## src/rtl/assert_macros.svh

```systemverilog
// assertion helpers shared by the rtl
`ifndef ASSERT_MACROS_SVH
`define ASSERT_MACROS_SVH

// property that must hold on every clock edge outside reset
`define LSAG_ASSERT(lbl, clk, rstn, prop) \
	lbl: assert property (@(posedge clk) disable iff (!rstn) (prop)) \
		else $error("lsag assertion failed");

// consequent must hold in the cycle after the antecedent
`define LSAG_ASSERT_NEXT(lbl, clk, rstn, ante, cons) \
	lbl: assert property (@(posedge clk) disable iff (!rstn) (ante) |=> (cons)) \
		else $error("lsag assertion failed");

`endif

```

## src/rtl/lsag_pkg.sv

```systemverilog
package lsag_pkg;

	localparam int PIXEL_COUNT = 16;
	localparam int PIX_W       = 6;
	localparam logic [PIX_W-1:0] PIX_LAST = PIX_W'(PIXEL_COUNT - 1);

	localparam logic [3:0] MODE_IDLE   = 4'd0;
	localparam logic [3:0] MODE_CHASE  = 4'd1;
	localparam logic [3:0] MODE_RED    = 4'd2;
	localparam logic [3:0] MODE_GREEN  = 4'd3;
	localparam logic [3:0] MODE_BLUE   = 4'd4;
	localparam logic [3:0] MODE_SCAN   = 4'd5;
	localparam logic [3:0] MODE_WHITE  = 4'd6;
	localparam logic [3:0] MODE_TEST   = 4'd7;
	localparam logic [3:0] MODE_BREATH = 4'd8;

	localparam logic [31:0] CHASE_MS       = 32'd100;
	localparam logic [31:0] SCAN_MS        = 32'd150;
	localparam logic [31:0] TEST_STEP_MS   = 32'd800;
	localparam logic [31:0] BREATH_RUN_MS  = 32'd10000;
	localparam logic [31:0] BREATH_TICK_MS = 32'd20;

	// floor(x/20) for x below 10000 as (x * 3277) >> 16
	localparam int ELAPSED_W   = 14;
	localparam logic [11:0] BREATH_RECIP = 12'd3277;
	localparam int RECIP_SHIFT = 16;

	localparam logic [2:0] TEST_DONE = 3'd7;

	localparam logic [7:0] SCAN_PEAK = 8'd255;
	localparam logic [7:0] SCAN_SIDE = 8'd100;
	localparam logic [7:0] SCAN_BASE = 8'd20;

	typedef struct packed {
		logic [7:0] red;
		logic [7:0] green;
		logic [7:0] blue;
	} rgb_t;

	// controller to datapath
	typedef struct packed {
		logic accept;
		logic calc;
		logic update;
		logic setup;
		logic load;
	} cmd_t;

	// datapath to controller
	typedef struct packed {
		logic frame;
		logic slot_free;
		logic last;
	} status_t;

	function automatic logic [7:0] hue_offset(input logic [PIX_W-1:0] idx);
		return 8'((int'(idx) * 256) / PIXEL_COUNT);
	endfunction

	function automatic rgb_t wheel(input logic [7:0] hue);
		logic [7:0] p;
		logic [7:0] q;
		rgb_t c;
		p = 8'd255 - hue;
		if (p < 8'd85) begin
			q = p;
			c.red   = 8'd255 - 8'(q * 8'd3);
			c.green = 8'd0;
			c.blue  = 8'(q * 8'd3);
		end else if (p < 8'd170) begin
			q = p - 8'd85;
			c.red   = 8'd0;
			c.green = 8'(q * 8'd3);
			c.blue  = 8'd255 - 8'(q * 8'd3);
		end else begin
			q = p - 8'd170;
			c.red   = 8'(q * 8'd3);
			c.green = 8'd255 - 8'(q * 8'd3);
			c.blue  = 8'd0;
		end
		return c;
	endfunction

	function automatic rgb_t test_color(input logic [2:0] idx);
		rgb_t c;
		case (idx)
			3'd0:    c = '{8'd255, 8'd0,   8'd0};
			3'd1:    c = '{8'd0,   8'd255, 8'd0};
			3'd2:    c = '{8'd0,   8'd0,   8'd255};
			3'd3:    c = '{8'd255, 8'd255, 8'd0};
			3'd4:    c = '{8'd255, 8'd0,   8'd255};
			3'd5:    c = '{8'd0,   8'd255, 8'd255};
			3'd6:    c = '{8'd255, 8'd255, 8'd255};
			default: c = '{8'd0,   8'd0,   8'd0};
		endcase
		return c;
	endfunction

endpackage

```

## src/rtl/lsag_tick_if.sv

```systemverilog
interface lsag_tick_if;
	logic        valid;
	logic        ready;
	logic [31:0] now_ms;
	logic        load_mode;
	logic [3:0]  mode;

	modport source (output valid, now_ms, load_mode, mode, input ready);
	modport sink   (input valid, now_ms, load_mode, mode, output ready);
endinterface

```

## src/rtl/lsag_pix_if.sv

```systemverilog
interface lsag_pix_if;
	logic       valid;
	logic       ready;
	logic [5:0] pixel_index;
	logic [7:0] red;
	logic [7:0] green;
	logic [7:0] blue;
	logic       last_pixel;

	modport source (output valid, pixel_index, red, green, blue, last_pixel, input ready);
	modport sink   (input valid, pixel_index, red, green, blue, last_pixel, output ready);
endinterface

```

## src/rtl/lsag_cfg_if.sv

```systemverilog
interface lsag_cfg_if;
	logic valid;
	logic ready;
	logic led_enable;

	modport source (output valid, led_enable, input ready);
	modport sink   (input valid, led_enable, output ready);
endinterface

```

## src/rtl/lsag_ctrl.sv

```systemverilog
`include "assert_macros.svh"

module lsag_ctrl (
	input  logic             clk,
	input  logic             arst_n,
	input  logic             tick_valid,
	output logic             tick_ready,
	output lsag_pkg::cmd_t   cmd,
	input  lsag_pkg::status_t st
);
	import lsag_pkg::*;

	typedef enum logic [2:0] {
		S_IDLE,
		S_CALC,
		S_UPDATE,
		S_SETUP,
		S_EMIT
	} state_t;

	state_t state_q;

	always_ff @(posedge clk or negedge arst_n) begin
		if (!arst_n) begin
			state_q <= S_IDLE;
		end else begin
			case (state_q)
				S_IDLE: begin
					if (tick_valid) state_q <= S_CALC;
				end
				S_CALC: begin
					state_q <= S_UPDATE;
				end
				S_UPDATE: begin
					state_q <= st.frame ? S_SETUP : S_IDLE;
				end
				S_SETUP: begin
					state_q <= S_EMIT;
				end
				S_EMIT: begin
					if (st.slot_free && st.last) state_q <= S_IDLE;
				end
				default: begin
					state_q <= S_IDLE;
				end
			endcase
		end
	end

	assign tick_ready = (state_q == S_IDLE);

	always_comb begin
		cmd.accept = tick_valid && (state_q == S_IDLE);
		cmd.calc   = (state_q == S_CALC);
		cmd.update = (state_q == S_UPDATE);
		cmd.setup  = (state_q == S_SETUP);
		cmd.load   = (state_q == S_EMIT) && st.slot_free;
	end

	// a tick that yields no frame goes straight back to taking ticks
	`LSAG_ASSERT_NEXT(a_noframe_idle, clk, arst_n, cmd.update && !st.frame, state_q == S_IDLE)
	// the final pixel load ends the frame
	`LSAG_ASSERT_NEXT(a_last_idle, clk, arst_n, cmd.load && st.last, state_q == S_IDLE)

endmodule

```

## src/rtl/lsag_dp.sv

```systemverilog
`include "assert_macros.svh"

module lsag_dp (
	input  logic                         clk,
	input  logic                         arst_n,
	input  lsag_pkg::cmd_t               cmd,
	output lsag_pkg::status_t            st,
	input  logic [31:0]                  now_ms,
	input  logic                         load_mode,
	input  logic [3:0]                   mode,
	input  logic                         cfg_valid,
	input  logic                         cfg_led_enable,
	input  logic                         out_ready,
	output logic                         out_valid,
	output logic [lsag_pkg::PIX_W-1:0]   out_pixel_index,
	output logic [7:0]                   out_red,
	output logic [7:0]                   out_green,
	output logic [7:0]                   out_blue,
	output logic                         out_last_pixel
);
	import lsag_pkg::*;

	typedef enum logic [1:0] {
		SEL_FLAT,
		SEL_BREATH,
		SEL_CHASE,
		SEL_SCAN
	} sel_t;

	// animation state
	logic              led_en_q;
	logic [3:0]        cur_mode_q;
	logic [31:0]       lft_q;
	logic [7:0]        step_q;
	logic [PIX_W-1:0]  scan_pos_q;
	logic [31:0]       tst_q;
	logic [2:0]        tidx_q;
	logic [31:0]       bst_q;
	logic [31:0]       blt_q;

	// tick evaluation
	logic [31:0]          now_s1;
	logic                 gt100_q, gt150_q, ge800_q, ge10000_q, ge20_q;
	logic [31:0]          tst_eff_q, bst_eff_q, blt_eff_q;
	logic [2:0]           tidx_eff_q;
	logic [ELAPSED_W-1:0] el_q;

	// frame
	sel_t             sel_q;
	rgb_t             rgb_q;
	logic [7:0]       phase_q;
	logic [PIX_W-1:0] nxt_q, prv_q;
	logic [PIX_W-1:0] cnt_q;
	logic             out_valid_q;
	logic [PIX_W-1:0] out_idx_q;
	rgb_t             out_rgb_q;
	logic             out_last_q;

	logic [31:0] tst_eff_c, bst_eff_c, blt_eff_c, el_c;
	logic [31:0] tst_next_c;
	logic [2:0]  tidx_next_c;
	logic [ELAPSED_W+11:0] prod_c;
	logic        frame_c;
	logic [7:0]  level_c;
	rgb_t        pix_c;
	sel_t        sel_c;
	rgb_t        rgb_c;

	always_comb begin
		tst_eff_c = (tst_q == '0) ? now_s1 : tst_q;
		bst_eff_c = (bst_q == '0) ? now_s1 : bst_q;
		blt_eff_c = (bst_q == '0) ? now_s1 : blt_q;
		el_c      = now_s1 - bst_eff_c;
	end

	always_comb begin
		tst_next_c  = tst_eff_q + (ge800_q ? TEST_STEP_MS : 32'd0);
		tidx_next_c = tidx_eff_q + 3'(ge800_q);
		prod_c      = el_q * BREATH_RECIP;
	end

	always_comb begin
		case (cur_mode_q)
			MODE_CHASE:  frame_c = gt100_q;
			MODE_SCAN:   frame_c = gt150_q;
			MODE_RED,
			MODE_GREEN,
			MODE_BLUE,
			MODE_WHITE,
			MODE_TEST:   frame_c = 1'b1;
			MODE_BREATH: frame_c = ge10000_q || ge20_q;
			default:     frame_c = 1'b0;
		endcase
	end

	// frame source picked at update
	always_comb begin
		sel_c = SEL_FLAT;
		rgb_c = '0;
		case (cur_mode_q)
			MODE_CHASE:  sel_c = SEL_CHASE;
			MODE_SCAN:   sel_c = SEL_SCAN;
			MODE_RED:    rgb_c = '{8'd255, 8'd0, 8'd0};
			MODE_GREEN:  rgb_c = '{8'd0, 8'd255, 8'd0};
			MODE_BLUE:   rgb_c = '{8'd0, 8'd0, 8'd255};
			MODE_WHITE:  rgb_c = '{8'd255, 8'd255, 8'd255};
			MODE_TEST:   rgb_c = test_color(tidx_next_c);
			MODE_BREATH: begin
				if (!ge10000_q) sel_c = SEL_BREATH;
			end
			default: begin
			end
		endcase
	end

	always_comb begin
		st.frame     = led_en_q && frame_c;
		st.slot_free = !out_valid_q || out_ready;
		st.last      = (cnt_q == PIX_LAST);
	end

	// triangle: up by two for the first half, down by two after
	assign level_c = phase_q[7] ? (8'd255 - {phase_q[6:0], 1'b0}) : {phase_q[6:0], 1'b0};

	always_comb begin
		case (sel_q)
			SEL_CHASE: pix_c = wheel(hue_offset(cnt_q) + step_q);
			SEL_SCAN: begin
				pix_c.red   = 8'd0;
				pix_c.green = 8'd0;
				if (cnt_q == scan_pos_q)
					pix_c.blue = SCAN_PEAK;
				else if (cnt_q == nxt_q || cnt_q == prv_q)
					pix_c.blue = SCAN_SIDE;
				else
					pix_c.blue = SCAN_BASE;
			end
			default:   pix_c = rgb_q;
		endcase
	end

	always_ff @(posedge clk or negedge arst_n) begin
		if (!arst_n) begin
			led_en_q    <= 1'b0;
			cur_mode_q  <= MODE_IDLE;
			lft_q       <= '0;
			step_q      <= '0;
			scan_pos_q  <= '0;
			tst_q       <= '0;
			tidx_q      <= '0;
			bst_q       <= '0;
			blt_q       <= '0;
			out_valid_q <= 1'b0;
		end else begin
			if (cfg_valid) led_en_q <= cfg_led_enable;
			if (cmd.accept && load_mode) cur_mode_q <= mode;
			if (cmd.update && led_en_q) begin
				case (cur_mode_q)
					MODE_CHASE: begin
						if (gt100_q) begin
							lft_q  <= now_s1;
							step_q <= step_q + 8'd1;
						end
					end
					MODE_SCAN: begin
						if (gt150_q) begin
							lft_q      <= now_s1;
							scan_pos_q <= (scan_pos_q == PIX_LAST) ? '0 : scan_pos_q + 1'b1;
						end
					end
					MODE_TEST: begin
						tidx_q <= tidx_next_c;
						if (tidx_next_c == TEST_DONE) begin
							cur_mode_q <= MODE_IDLE;
							tst_q      <= '0;
						end else begin
							tst_q <= tst_next_c;
						end
					end
					MODE_BREATH: begin
						if (ge10000_q) begin
							cur_mode_q <= MODE_IDLE;
							bst_q      <= '0;
						end else begin
							bst_q <= bst_eff_q;
							blt_q <= ge20_q ? now_s1 : blt_eff_q;
						end
					end
					default: begin
					end
				endcase
			end
			if (cmd.load)
				out_valid_q <= 1'b1;
			else if (out_ready)
				out_valid_q <= 1'b0;
		end
	end

	always_ff @(posedge clk) begin
		if (cmd.accept) now_s1 <= now_ms;
		if (cmd.calc) begin
			gt100_q    <= (now_s1 - lft_q) > CHASE_MS;
			gt150_q    <= (now_s1 - lft_q) > SCAN_MS;
			tst_eff_q  <= tst_eff_c;
			tidx_eff_q <= (tst_q == '0) ? 3'd0 : tidx_q;
			ge800_q    <= (now_s1 - tst_eff_c) >= TEST_STEP_MS;
			bst_eff_q  <= bst_eff_c;
			blt_eff_q  <= blt_eff_c;
			ge10000_q  <= el_c >= BREATH_RUN_MS;
			ge20_q     <= (now_s1 - blt_eff_c) >= BREATH_TICK_MS;
			el_q       <= el_c[ELAPSED_W-1:0];
		end
		if (cmd.update) begin
			phase_q <= prod_c[RECIP_SHIFT+7:RECIP_SHIFT];
			sel_q   <= sel_c;
			rgb_q   <= rgb_c;
		end
		if (cmd.setup) begin
			cnt_q <= '0;
			nxt_q <= (scan_pos_q == PIX_LAST) ? '0 : scan_pos_q + 1'b1;
			prv_q <= (scan_pos_q == '0) ? PIX_LAST : scan_pos_q - 1'b1;
			if (sel_q == SEL_BREATH) rgb_q <= '{8'd0, level_c, 8'd0};
		end
		if (cmd.load) begin
			cnt_q      <= cnt_q + 1'b1;
			out_idx_q  <= cnt_q;
			out_rgb_q  <= pix_c;
			out_last_q <= (cnt_q == PIX_LAST);
		end
	end

	assign out_valid       = out_valid_q;
	assign out_pixel_index = out_idx_q;
	assign out_red         = out_rgb_q.red;
	assign out_green       = out_rgb_q.green;
	assign out_blue        = out_rgb_q.blue;
	assign out_last_pixel  = out_last_q;

	`LSAG_ASSERT(a_scan_range, clk, arst_n, scan_pos_q <= PIX_LAST)
	`LSAG_ASSERT(a_test_done_clear, clk, arst_n, tidx_q == TEST_DONE |-> tst_q == '0)
	`LSAG_ASSERT(a_load_range, clk, arst_n, cmd.load |-> cnt_q <= PIX_LAST)

endmodule

```

## src/rtl/led_strip_animation_generator.sv

```systemverilog
// tick to first pixel: evaluate, update, frame setup, then the first pixel load
// a frame is PIXEL_COUNT pixels, one per cycle while the sink keeps ready high
// a tick that makes a frame goes on to setup and emit; one without a frame ends at update
// the next tick is taken while the final pixel of a frame still waits in the output register
// arst_n clears mode, timers, chase step, scan position and led_enable; no frame after reset

`include "assert_macros.svh"

module led_strip_animation_generator (
	input  logic          clk,
	input  logic          arst_n,
	lsag_tick_if.sink     tick,
	lsag_pix_if.source    pixel,
	lsag_cfg_if.sink      cfg
);
	import lsag_pkg::*;

	cmd_t    cmd;
	status_t st;
	logic    tick_ready;

	// sequencer: one tick at a time through evaluate and update, then setup and emit for a frame
	lsag_ctrl u_ctrl (
		.clk        (clk),
		.arst_n     (arst_n),
		.tick_valid (tick.valid),
		.tick_ready (tick_ready),
		.cmd        (cmd),
		.st         (st)
	);

	// animation state, timers and the pixel output register
	lsag_dp u_dp (
		.clk             (clk),
		.arst_n          (arst_n),
		.cmd             (cmd),
		.st              (st),
		.now_ms          (tick.now_ms),
		.load_mode       (tick.load_mode),
		.mode            (tick.mode),
		.cfg_valid       (cfg.valid),
		.cfg_led_enable  (cfg.led_enable),
		.out_ready       (pixel.ready),
		.out_valid       (pixel.valid),
		.out_pixel_index (pixel.pixel_index),
		.out_red         (pixel.red),
		.out_green       (pixel.green),
		.out_blue        (pixel.blue),
		.out_last_pixel  (pixel.last_pixel)
	);

	// input side only takes a tick when the sequencer is free
	assign tick.ready = tick_ready;

	// register writes go straight into the enable register, so the port never stalls
	assign cfg.ready = 1'b1;

	// the controller only loads a pixel into a free output slot
	`LSAG_ASSERT(a_no_overwrite, clk, arst_n, pixel.valid && !pixel.ready |-> !cmd.load)

endmodule

```

## src/flat_wrapper.sv

```systemverilog
// flat-port wrapper written by rule: the top's interface ports become plain ports
module led_strip_animation_generator_flat import lsag_pkg::*;
  (clk, arst_n, tick_valid, tick_now_ms, tick_load_mode, tick_mode, tick_ready, pixel_valid, pixel_pixel_index, pixel_red, pixel_green, pixel_blue, pixel_last_pixel, pixel_ready, cfg_valid, cfg_led_enable, cfg_ready);
  lsag_tick_if tick_i ();
  lsag_pix_if pixel_i ();
  lsag_cfg_if cfg_i ();
  input  logic clk;
  input  logic arst_n;
  input wire logic [$bits(tick_i.valid)-1:0] tick_valid;
  input wire logic [$bits(tick_i.now_ms)-1:0] tick_now_ms;
  input wire logic [$bits(tick_i.load_mode)-1:0] tick_load_mode;
  input wire logic [$bits(tick_i.mode)-1:0] tick_mode;
  output wire logic [$bits(tick_i.ready)-1:0] tick_ready;
  output wire logic [$bits(pixel_i.valid)-1:0] pixel_valid;
  output wire logic [$bits(pixel_i.pixel_index)-1:0] pixel_pixel_index;
  output wire logic [$bits(pixel_i.red)-1:0] pixel_red;
  output wire logic [$bits(pixel_i.green)-1:0] pixel_green;
  output wire logic [$bits(pixel_i.blue)-1:0] pixel_blue;
  output wire logic [$bits(pixel_i.last_pixel)-1:0] pixel_last_pixel;
  input wire logic [$bits(pixel_i.ready)-1:0] pixel_ready;
  input wire logic [$bits(cfg_i.valid)-1:0] cfg_valid;
  input wire logic [$bits(cfg_i.led_enable)-1:0] cfg_led_enable;
  output wire logic [$bits(cfg_i.ready)-1:0] cfg_ready;
  assign tick_i.valid = tick_valid;
  assign tick_i.now_ms = tick_now_ms;
  assign tick_i.load_mode = tick_load_mode;
  assign tick_i.mode = tick_mode;
  assign tick_ready = tick_i.ready;
  assign pixel_valid = pixel_i.valid;
  assign pixel_pixel_index = pixel_i.pixel_index;
  assign pixel_red = pixel_i.red;
  assign pixel_green = pixel_i.green;
  assign pixel_blue = pixel_i.blue;
  assign pixel_last_pixel = pixel_i.last_pixel;
  assign pixel_i.ready = pixel_ready;
  assign cfg_i.valid = cfg_valid;
  assign cfg_i.led_enable = cfg_led_enable;
  assign cfg_ready = cfg_i.ready;
  led_strip_animation_generator u_core (.clk(clk), .arst_n(arst_n), .tick(tick_i), .pixel(pixel_i), .cfg(cfg_i));
endmodule
```

## config.mk

```make
export PLATFORM = sky130hd
export DESIGN_NAME = led_strip_animation_generator_flat
export DESIGN_NICKNAME = d
export VERILOG_FILES = /design/src/rtl/lsag_pkg.sv /design/src/rtl/lsag_tick_if.sv /design/src/rtl/lsag_pix_if.sv /design/src/rtl/lsag_cfg_if.sv /design/src/rtl/lsag_ctrl.sv /design/src/rtl/lsag_dp.sv /design/src/rtl/led_strip_animation_generator.sv /design/src/flat_wrapper.sv
export VERILOG_INCLUDE_DIRS = /design/src /design/src/rtl
export SDC_FILE = /design/constraint.sdc
export NUM_CORES = 1
export LEC_CHECK = 0
export ABC_AREA = 1
export ABC_CLOCK_PERIOD_IN_PS = 5520
export BUFFER_PORTS_ARGS = -buffer_cell sky130_fd_sc_hd__buf_2
export CAP_MARGIN = 30
export CORE_UTILIZATION = 35
export DETAILED_ROUTE_END_ITERATION = 10
export PLACE_DENSITY = 0.58
export SLEW_MARGIN = 0
export SYNTH_ARGS = -nofsm -noshare
export SYNTH_HDL_FRONTEND = slang
export SYNTH_SLANG_ARGS = --single-unit
```

## constraint.sdc

```tcl
create_clock -name clk -period 5.52 [get_ports clk]
set_input_delay 0.276 -clock clk [delete_from_list [all_inputs] [get_ports clk]]
set_output_delay 0.276 -clock clk [all_outputs]
set_load 0.02 [all_outputs]
```

After elaboration in Yosys (flattened, before gate mapping). Cells that the tools add are included.

Register bits: 387. Bits in latches: 0. Memory bits (writable): 0. Bits in read-only memories: 0. Word-level logic and storage cells: 160. Memories: 0.

Add/subtract/negate cells: 18. $mul: 4. Div/mod/pow operators: 0. Magnitude comparators: 7. Equality and inequality tests: 31. Shift operators: 0. Muxes and demuxes: 38. Bitwise logic cells: 1. Reductions and logical operators: 26.

Operators by type and width (number): $mux W32 (8); $pmux W24 S7 (1); $sub A32 B32 Y32 (4); $mux W24 (5); $pmux W24 S5 (1); $logic_not A32 Y1 (2); $pmux W32 S2 (1); $pmux W24 S2 (1); $sub A8 B8 Y8 const A (5); $add A32 B10 Y32 (1); $ge A32 B10 Y1 const B (1); $ge A32 B14 Y1 const B (1); $ge A32 B5 Y1 const B (1); $gt A32 B7 Y1 const B (1); $gt A32 B8 Y1 const B (1); $mul A14 B12 Y24 const B (1); $mul A8 B2 Y8 const B (3); $eq A6 B6 Y1 (3); $mux W6 (3); $eq A4 B3 Y1 const B (4); $mux W4 (4); $mux W8 (2); $eq A3 B3 Y1 const B (5); $pmux W3 S5 (1); other kinds (37) (65).

Longest topological paths before layout. Gate-level depths: netlist of run 1.

Depth in word-level cells: 8. Gate-level depth with buffers: 32.

Modules after synthesis. A second synthesis of run 1 with hierarchy kept.

Cells, all modules: 3537. Area, all modules: 28140.7 um^2.

Modules (own cells, without submodules): lsag_dp (instances 1, cells each 3510, area an instance 27939.3 um^2); lsag_ctrl (instances 1, cells each 25, area an instance 190.2 um^2); led_strip_animation_generator (instances 1, cells each 2, area an instance 11.3 um^2).

Worst setup path before layout of run 1. OpenSTA, ideal clock, no wires.

Path type: register -> register. Start point: reg u_core.u_ctrl.state_q[1]. End point: reg u_core.u_dp.blt_eff_q[0] (enable). Setup time: 0.596 ns. Data arrival time: 5.459 ns. Data required time: 4.924 ns. Setup slack: -0.535 ns. Stages on the path, launching flop included: 4. Buffers on the path: 0. Period minus slack after synthesis: 6.055 ns. Cell sequence: dfrtp_1 inv_1 nand2_1 nor2_1.

Longest elaborated chain between the ends: 1.

RTL lines: start, declared (RTL line lsag_ctrl.sv:21) `state_t state_q;`; start signal, assigned (RTL line lsag_ctrl.sv:35) `state_q <= st.frame ? S_SETUP : S_IDLE;`; $eq A3 B1 Y1 (RTL line lsag_ctrl.sv:54) `cmd.calc = (state_q == S_CALC);`; end signal, assigned (RTL line lsag_dp.sv:209) `blt_eff_q <= blt_eff_c;`; end, declared (RTL line lsag_dp.sv:44) `logic [31:0] tst_eff_q, bst_eff_q, blt_eff_q;`.

Every way passes these cells. A chain may end at the register's enable or synchronous reset.

Worst setup path in the final report of run 1.
Start point: reg u_core.u_dp.el_q[4]. End point: reg u_core.u_dp.phase_q[6] (data pin).

Longest elaborated chain between the ends: 1.

RTL lines: start, declared (RTL line lsag_dp.sv:46) `logic [ELAPSED_W-1:0] el_q;`; start signal, assigned (RTL line lsag_dp.sv:212) `el_q <= el_c[ELAPSED_W-1:0];`; $mul A14 B12 Y24 (RTL line lsag_dp.sv:79) `prod_c = el_q * BREATH_RECIP;`; net u_core.u_dp.prod_c[22] (RTL line lsag_dp.sv:62) `logic [ELAPSED_W+11:0] prod_c;`; end signal, assigned (RTL line lsag_dp.sv:215) `phase_q <= prod_c[RECIP_SHIFT+7:RECIP_SHIFT];`; end, declared (RTL line lsag_dp.sv:51) `logic [7:0] phase_q;`.

The timed path passes the listed nets, and every way through them passes these cells.

==> metrics, run 1 <==
status=finished, final reports clean; Worst Path Required=5.84 ns; Final Hold Violating Endpoints=0; Layout area overhead=12.94%; Final Skew=0.01653 ns; Top-Level Pins=77; core box area=77,850 sq um; Starting Density=35.50%; Clock H-tree levels=2; crit path to=u_core.u_dp.phase_q[6]; R2R Setup Slk=0.78 ns; met2 WL post-DR=34,750 um; Worst Setup SP=u_core.u_dp.el_q[4]; post-cts gate resize count=0; Slew @ Worst Pin=0.8918 ns; Longest Clk Path Bufs=3; Worst setup EP type=register; CP max stage cell=fa_1; Setup crit start kind=register; Root Buffer=clkbuf_16; largest net degree at the start of global routing=119; Port Buffers=75; met3 wire length=3393 um; ys flop type=edfxtp_1; Syn. warnings=0; Rows=102; Post-synth top cells=nand2_1, inv_1, nor2_1, a21oi_1, o21ai_0; Metal-1 WL=35,060 um; antenna fix cells=0; gpl congestion=0.8935; Final Cycle Share=85.81%; CP max stage delay=0.54 ns; sequential-to-total area share from yosys stat=38.40%; arrival time worst endpoint=5.06 ns; top cells by area, synth=edfxtp_1, dfrtp_1, ha_1; Gate Count Post-Synth=3,454; GRT Resource Usage Total=18.67%; NumNets Final=3,927; Slew HR=40.55%; Hold Crit Class=in2reg; clock latency on the worst-skew pair=0.58 ns; Syn Std Cell Area=27,630 sq um; Net Count, Synth=3,795; ANT nets after route=0; DRC=0; Max Slew Vio Count=0; die width=283.0 um; clock slew at reported path FFs=0.07 ns; maxcap violations=0; HPWL Detailed=56,810 um; reg-to-reg critical path startpoint=u_core.u_dp.el_q[4]; Netlist cell types=61; vias in the first global route=22,660; vias=23,050; initial antenna violation count=2; Synth async-reset ratio=39.79%; drt first pass iters=5; vias per cell=4.943; Starting DRT DRC Count=1,326; global-route wire length before repair=120,300 um; Routed Wire Length=74,920 um; Crit Path Max Fanout=5; crit path time final=4.737 ns; Num CTS Buffers=45; die area=80,080 sq um; Synth Register Bits=387; RSZ-0062 raised after global routing=no; Synth top area share=22.71%; GRT overflow=0; Final Setup Violations=0; Post-synth EDFFs=209; CTS tree=yes; DIE HEIGHT=283.0 um; worst-path cell chain=ha_1 > inv_1 > fa_1 > inv_1 > fa_1 > inv_1 > fa_1 > fa_1 > inv_1 > ha_1 > a21oi_1 > o21ai_0 > a21oi_1 > o21bai_1 > a21oi_1 > xor2_1; clk sinks=387; DR top layer=met5; most common cell in the netlist=nand2_1; post-synth top area cell=edfxtp_1; drt wl/cell=16.07 um; FF-to-FF End=u_core.u_dp.phase_q[6]; Peak Freq=211.1 MHz; reg2reg path depth=16; TNS Setup=0 ns; layout cells sized above 1=6.240%; Fillers=7,976; kind of critical path=reg2reg; Synth Area per Inst=8.000 sq um
through the flow:
stage | std cells | setup slack (ns) | area (sq um) | util [%] | hold slack [ns]
after floorplan | 3454 | 1.122 | 27640 | - | -0.01959
after global placement | 4536 | 0.8253 | 29310 | 37.65 | 0.2261
after detailed placement | 4537 | 0.7971 | 29340 | 37.68 | 0.2280
after CTS | 4662 | 0.7798 | 31210 | 40.09 | 0.0006600
after global routing | 4662 | 0.5189 | 31210 | 40.09 | 0.03831
final | 4662 | 0.7833 | 31210 | 40.09 | 0.03899
cells by family (layout without fill, tap and decap cells):
family,after synthesis,after routing,share of synthesized area [%]
compound gates,700,700,14.00
xor+xnor,120,120,3.831
fa+ha+maj,298,298,14.96
buf+inv,634,802,8.784
flops,387,387,38.40
other cells,1,1,0.01357
simple gates,1314,1314,20.02
flip-flops by register name, indices dropped and copies added (netlist names), 4 cells and up:
name and count:
u_core.u_dp.blt_eff_q 32, u_core.u_dp.blt_q 32, u_core.u_dp.bst_eff_q 32, u_core.u_dp.bst_q 32, u_core.u_dp.lft_q 32, u_core.u_dp.now_s1 32, u_core.u_dp.tst_eff_q 32, u_core.u_dp.tst_q 32
u_core.u_dp.rgb_q 24, u_core.u_dp.el_q 14, u_core.u_dp.out_blue 8, u_core.u_dp.out_green 8, u_core.u_dp.out_red 8, u_core.u_dp.phase_q 8, u_core.u_dp.step_q 8, u_core.u_dp.cnt_q 6
u_core.u_dp.nxt_q 6, u_core.u_dp.out_pixel_index 6, u_core.u_dp.prv_q 6, u_core.u_dp.scan_pos_q 6, u_core.u_dp.cur_mode_q 4
what timing repair did:
| action | CTS | global route |
|---|---|---|
| hold endpoints to repair | 73 | 0 |
| hold buffers | 42 | 0 |
| setup buffers | 0 | 0 |
critical path: cells and delay by family, from the launching register on:
kind                     cells  cell delay (ns)
AO/OA/AOI/OAI                5             0.90
XOR/XNOR                     1             0.08
adder cells (fa/ha/maj)      6             2.80
buffers and inverters        4             0.22
flip-flops                   1             0.48
placed cells by master (no fill, tap or decap), drive strengths merged, types with 4 or more instances in the layout:
cell / synthesis / final
a211oi: 6 / 6
a21boi: 11 / 11
a21o: 15 / 15
a21oi: 280 / 280
a221oi: 5 / 5
a22o: 15 / 15
a31oi: 14 / 14
and3: 4 / 4
buf: 16 / 104
clkbuf: 45 / 66
clkinv: 3 / 13
dfrtp: 154 / 154
dfxtp: 24 / 24
dlygate4sd3: 0 / 42
edfxtp: 209 / 209
fa: 54 / 54
ha: 244 / 244
inv: 570 / 573
nand2: 696 / 696
nand3: 145 / 145
nand3b: 15 / 15
nand4: 35 / 35
nor2: 356 / 356
nor3: 40 / 40
nor3b: 4 / 4
nor4: 11 / 11
o211ai: 14 / 14
o21a: 4 / 4
o21ai: 283 / 283
o21bai: 17 / 17
o22ai: 13 / 13
o31ai: 10 / 10
o32ai: 5 / 5
or2: 4 / 4
xnor2: 43 / 43
xor2: 77 / 77
worst min path at each step:
stage / startpoint / end / slack (ns) / depth (start not counted)
6_report: tick_load_mode / u_core.u_dp.cur_mode_q[0] / 0.04 / 3
5_1_grt: tick_load_mode / u_core.u_dp.cur_mode_q[0] / 0.04 / 3
4_1_cts: tick_load_mode / u_core.u_dp.cur_mode_q[0] / 0.0007 / 3
3_5_place_dp: arst_n / u_core.u_dp.tst_q[20] / 0.23 / 1
3_3_place_gp: arst_n / u_core.u_dp.tst_q[20] / 0.23 / 1
2_1_floorplan: arst_n / u_core.u_ctrl.state_q[0] / -0.02 / 0
metal layers:
metal | vias to the layer above | GRT usage, %
met2 | 486 | 31.54
li1 | 11670 | -
met1 | 10780 | 25.17
met4 | 2 | 4.592
met5 | - | 0
met3 | 114 | 2.424
layout make-up:
type	count	area, sq um	share of cell area (%)
Clock buffer	66	1329	4.258
Clock inverter	17	121.4	0.3889
Inverter	573	2151	6.892
Multi-Input combinational cell	2433	14630	46.88
Sequential cell	387	10610	34.00
Tap cell	1040	1301	4.170
Timing Repair Buffer	146	1065	3.412
Power of run 1 is not shown: default switching activity piles up to over one toggle a cycle in this logic, so the estimate is an artifact.
==> run 2, diff against run 1 <==
- ABC_AREA: 1 -> 0
- CELL_PAD_IN_SITES_DETAIL_PLACEMENT: not set -> 1
- CELL_PAD_IN_SITES_GLOBAL_PLACEMENT: not set -> 1
- PLACE_DENSITY: 0.58 -> 0.69
==> run 2 against run 1 <==
  * Final area rose by 0.32%
  * Cell count fell by 12%
  * First-iteration DRC count fell by 2.6%
  * Setup slack got worse by 0.53 ns
  * Synthesized cell count fell by 16%
  * Critical path depth rose by 4
==> metrics, run 2 <==
reg-to-reg critical path startpoint=u_core.u_dp.bst_q[11]; Peak Freq=190.0 MHz; Synth Area in Compound Gates=16.84%; Netlist cell types=85; Root Buffer=clkbuf_16; Clock H-tree levels=2; Routed Wire Length=83,090 um; core box area=76,330 sq um; vias in the first global route=23,630; drt first pass iters=5; Final Skew=0.02127 ns; main combinational cell family by area after synthesis=compound AO/OA/AOI/OAI gates; maxcap violations=0; die area=78,660 sq um; antenna fix cells=0; Cell Count Post-Placement=3,945; Post-synth EDFFs=209; post-place setup slack=0.03543 ns; R2R Setup Slk=0.26 ns; DRC=0; status=finished, final reports clean; die width=280.5 um; layout cells sized above 1=9.598%; FF-to-FF End=u_core.u_dp.ge10000_q; Final Cycle Share=95.37%; Num CTS Buffers=48; initial antenna violation count=0; Setup crit start kind=register; gpl congestion=0.9193; clock latency on the worst-skew pair=0.59 ns; Worst setup EP type=register; CTS tree=yes; reg2reg path depth=20; Slew @ Worst Pin=1.018 ns; clk sinks=387; vias=22,130; vias per cell=5.406; Longest Clk Path Bufs=3; Final Hold Violating Endpoints=0; Post-Route Utilization=41.02%; Synth async-reset ratio=39.79%; Gate Count Post-Synth=2,887; ANT nets after route=0; post-synth top area cell=edfxtp_1; Adder-Cell Fraction of Synth Area=15.38%; GRT overflow=0; global-route wire length before repair=132,400 um; RSZ-0062 raised after global routing=yes; kind of critical path=reg2reg; Syn Std Cell Area=27,140 sq um; Non-Filler Instances=4,093; Syn. warnings=0; largest net degree at the start of global routing=120; HPWL Detailed=61,240 um; Hold Crit Class=in2async; Net Count, Synth=3,228; Synth Area per Inst=9.401 sq um; arrival time worst endpoint=5.58 ns; drt wl/cell=20.30 um; ys flop type=edfxtp_1; Post-synth top cells=inv_1, nand2_1, ha_1, a21oi_1, edfxtp_1; most common cell after layout, fill and taps aside=inv_1; Synth top area share=23.12%; crit path time final=5.264 ns; top cells by area, synth=edfxtp_1, dfrtp_1, ha_1; Worst Path Required=5.83 ns; GRT Resource Usage Total=21.23%; Starting Density=35.56%; Final Setup Violations=0; most common cell in the netlist=inv_1; Synth Register Bits=387; Layout area overhead=15.35%; DIE HEIGHT=280.5 um; simple-gate area share of the yosys netlist=14.19%; most frequent cells in the layout=inv_1, nand2_1, ha_1, a21oi_1, edfxtp_1; Rows=101; xor and xnor fraction of the mapped netlist area=5.550%; Port Buffers=75; Fillers=8,710; post-synthesis mux area share=3.430%; NumNets Final=3,365; Starting DRT DRC Count=1,292; Slew HR=32.01%; sequential-to-total area share from yosys stat=39.09%; Max Slew Vio Count=0; clock slew at reported path FFs=0.06 ns; Crit Path Max Fanout=29; Setup WS post-layout=0.2557 ns; Top-Level Pins=77
run 2: changes by cell type after synthesis, sizes merged, moves of 36 or more:
cell,delta
clkbuf,+47
nand2,-430
mux2i,+75
nor2,-162
nand3,-89
xnor2,+64
inv,-281
a21o,+36
nand2b,+73
o21ai,-99
a21oi,-42
run 2: cell families after synthesis:
kind of cell | Yosys count
AOI/OAI and AO/OA | 733
xor gates and xnor gates | 172
adders and majority gates | 302
buffers and inverters | 393
DFF | 387
muxes | 91
other | 1
and+or+nand+nor | 808
run 2: metal layers:
layer / vias up / part of all wire (%) / global-route usage [%]
li1: 10510 / - / -
met1: 11140 / 47 / 28.98
met5: - / 0 / 0
met2: 383 / 48 / 36.02
met4: 0 / 2.2 / 5.058
met3: 104 / 3.5 / 2.065
run 2: worst max path at each step:
| stage | slack, ns | start | cells past startpoint | to |
|---|---|---|---|---|
| 2_1_floorplan | 0.22 | u_core.u_dp.bst_q[29] | 20 | u_core.u_dp.ge20_q |
| 3_3_place_gp | 0.20 | u_core.u_dp.bst_q[17] | 19 | u_core.u_dp.ge10000_q |
| 3_5_place_dp | 0.04 | u_core.u_dp.el_q[6] | 17 | u_core.u_dp.phase_q[7] |
| 4_1_cts | 0.03 | u_core.u_dp.el_q[6] | 17 | u_core.u_dp.phase_q[7] |
| 5_1_grt | -0.06 | u_core.u_dp.bst_q[6] | 19 | u_core.u_dp.ge20_q |
| 6_report | 0.26 | u_core.u_dp.bst_q[11] | 20 | u_core.u_dp.ge10000_q |
run 2: cell type report:
cell class | instances | area, sq um | share of cell area [%]
multi-input combinational | 2108 | 15290 | 48.85
sequential | 387 | 10610 | 33.89
timing repair buffer | 189 | 1418 | 4.528
clock buffer | 58 | 1299 | 4.148
tap | 1030 | 1289 | 4.116
inverter | 290 | 1089 | 3.477
clock inverter | 31 | 310.3 | 0.9911
run 2: what timing repair did:
item | in CTS | in global routing
endpoints found under the hold margin | 81 | 0
setup endpoints to repair | 0 | 5
setup buffers | 0 | 15
hold buffers | 41 | 0
gates resized for setup | 0 | 40
run 2: stage by stage:
step / hold slack (ns) / setup TNS, ns / area (sq um)
after floorplan: -0.01959 / 0 / 27150
after global placement: 0.2535 / 0 / 28890
after detailed placement: 0.2598 / 0 / 28910
after CTS: 0.1734 / 0 / 30920
after global routing: 0.2323 / -0.05684 / 31310
final: 0.1954 / 0 / 31310
run 2: critical path: stages, from the launching register on:
cell,delay [ns]
dfrtp_1,0.40
nor4_2,0.32
nand2_2,0.16
nor4_4,0.34
buf_4,0.17
buf_6,0.24
a21oi_1,0.15
ha_1,0.39
a21o_1,0.16
a211oi_2,0.08
buf_4,0.14
o21a_1,0.18
nor4_2,0.43
o211ai_1,0.22
a21oi_2,0.30
and2_1,0.21
nor3_1,0.06
o31ai_1,0.37
xor2_1,0.13
a2111oi_1,0.38
nand4_1,0.14
Power of run 2 is left out for the same reason.
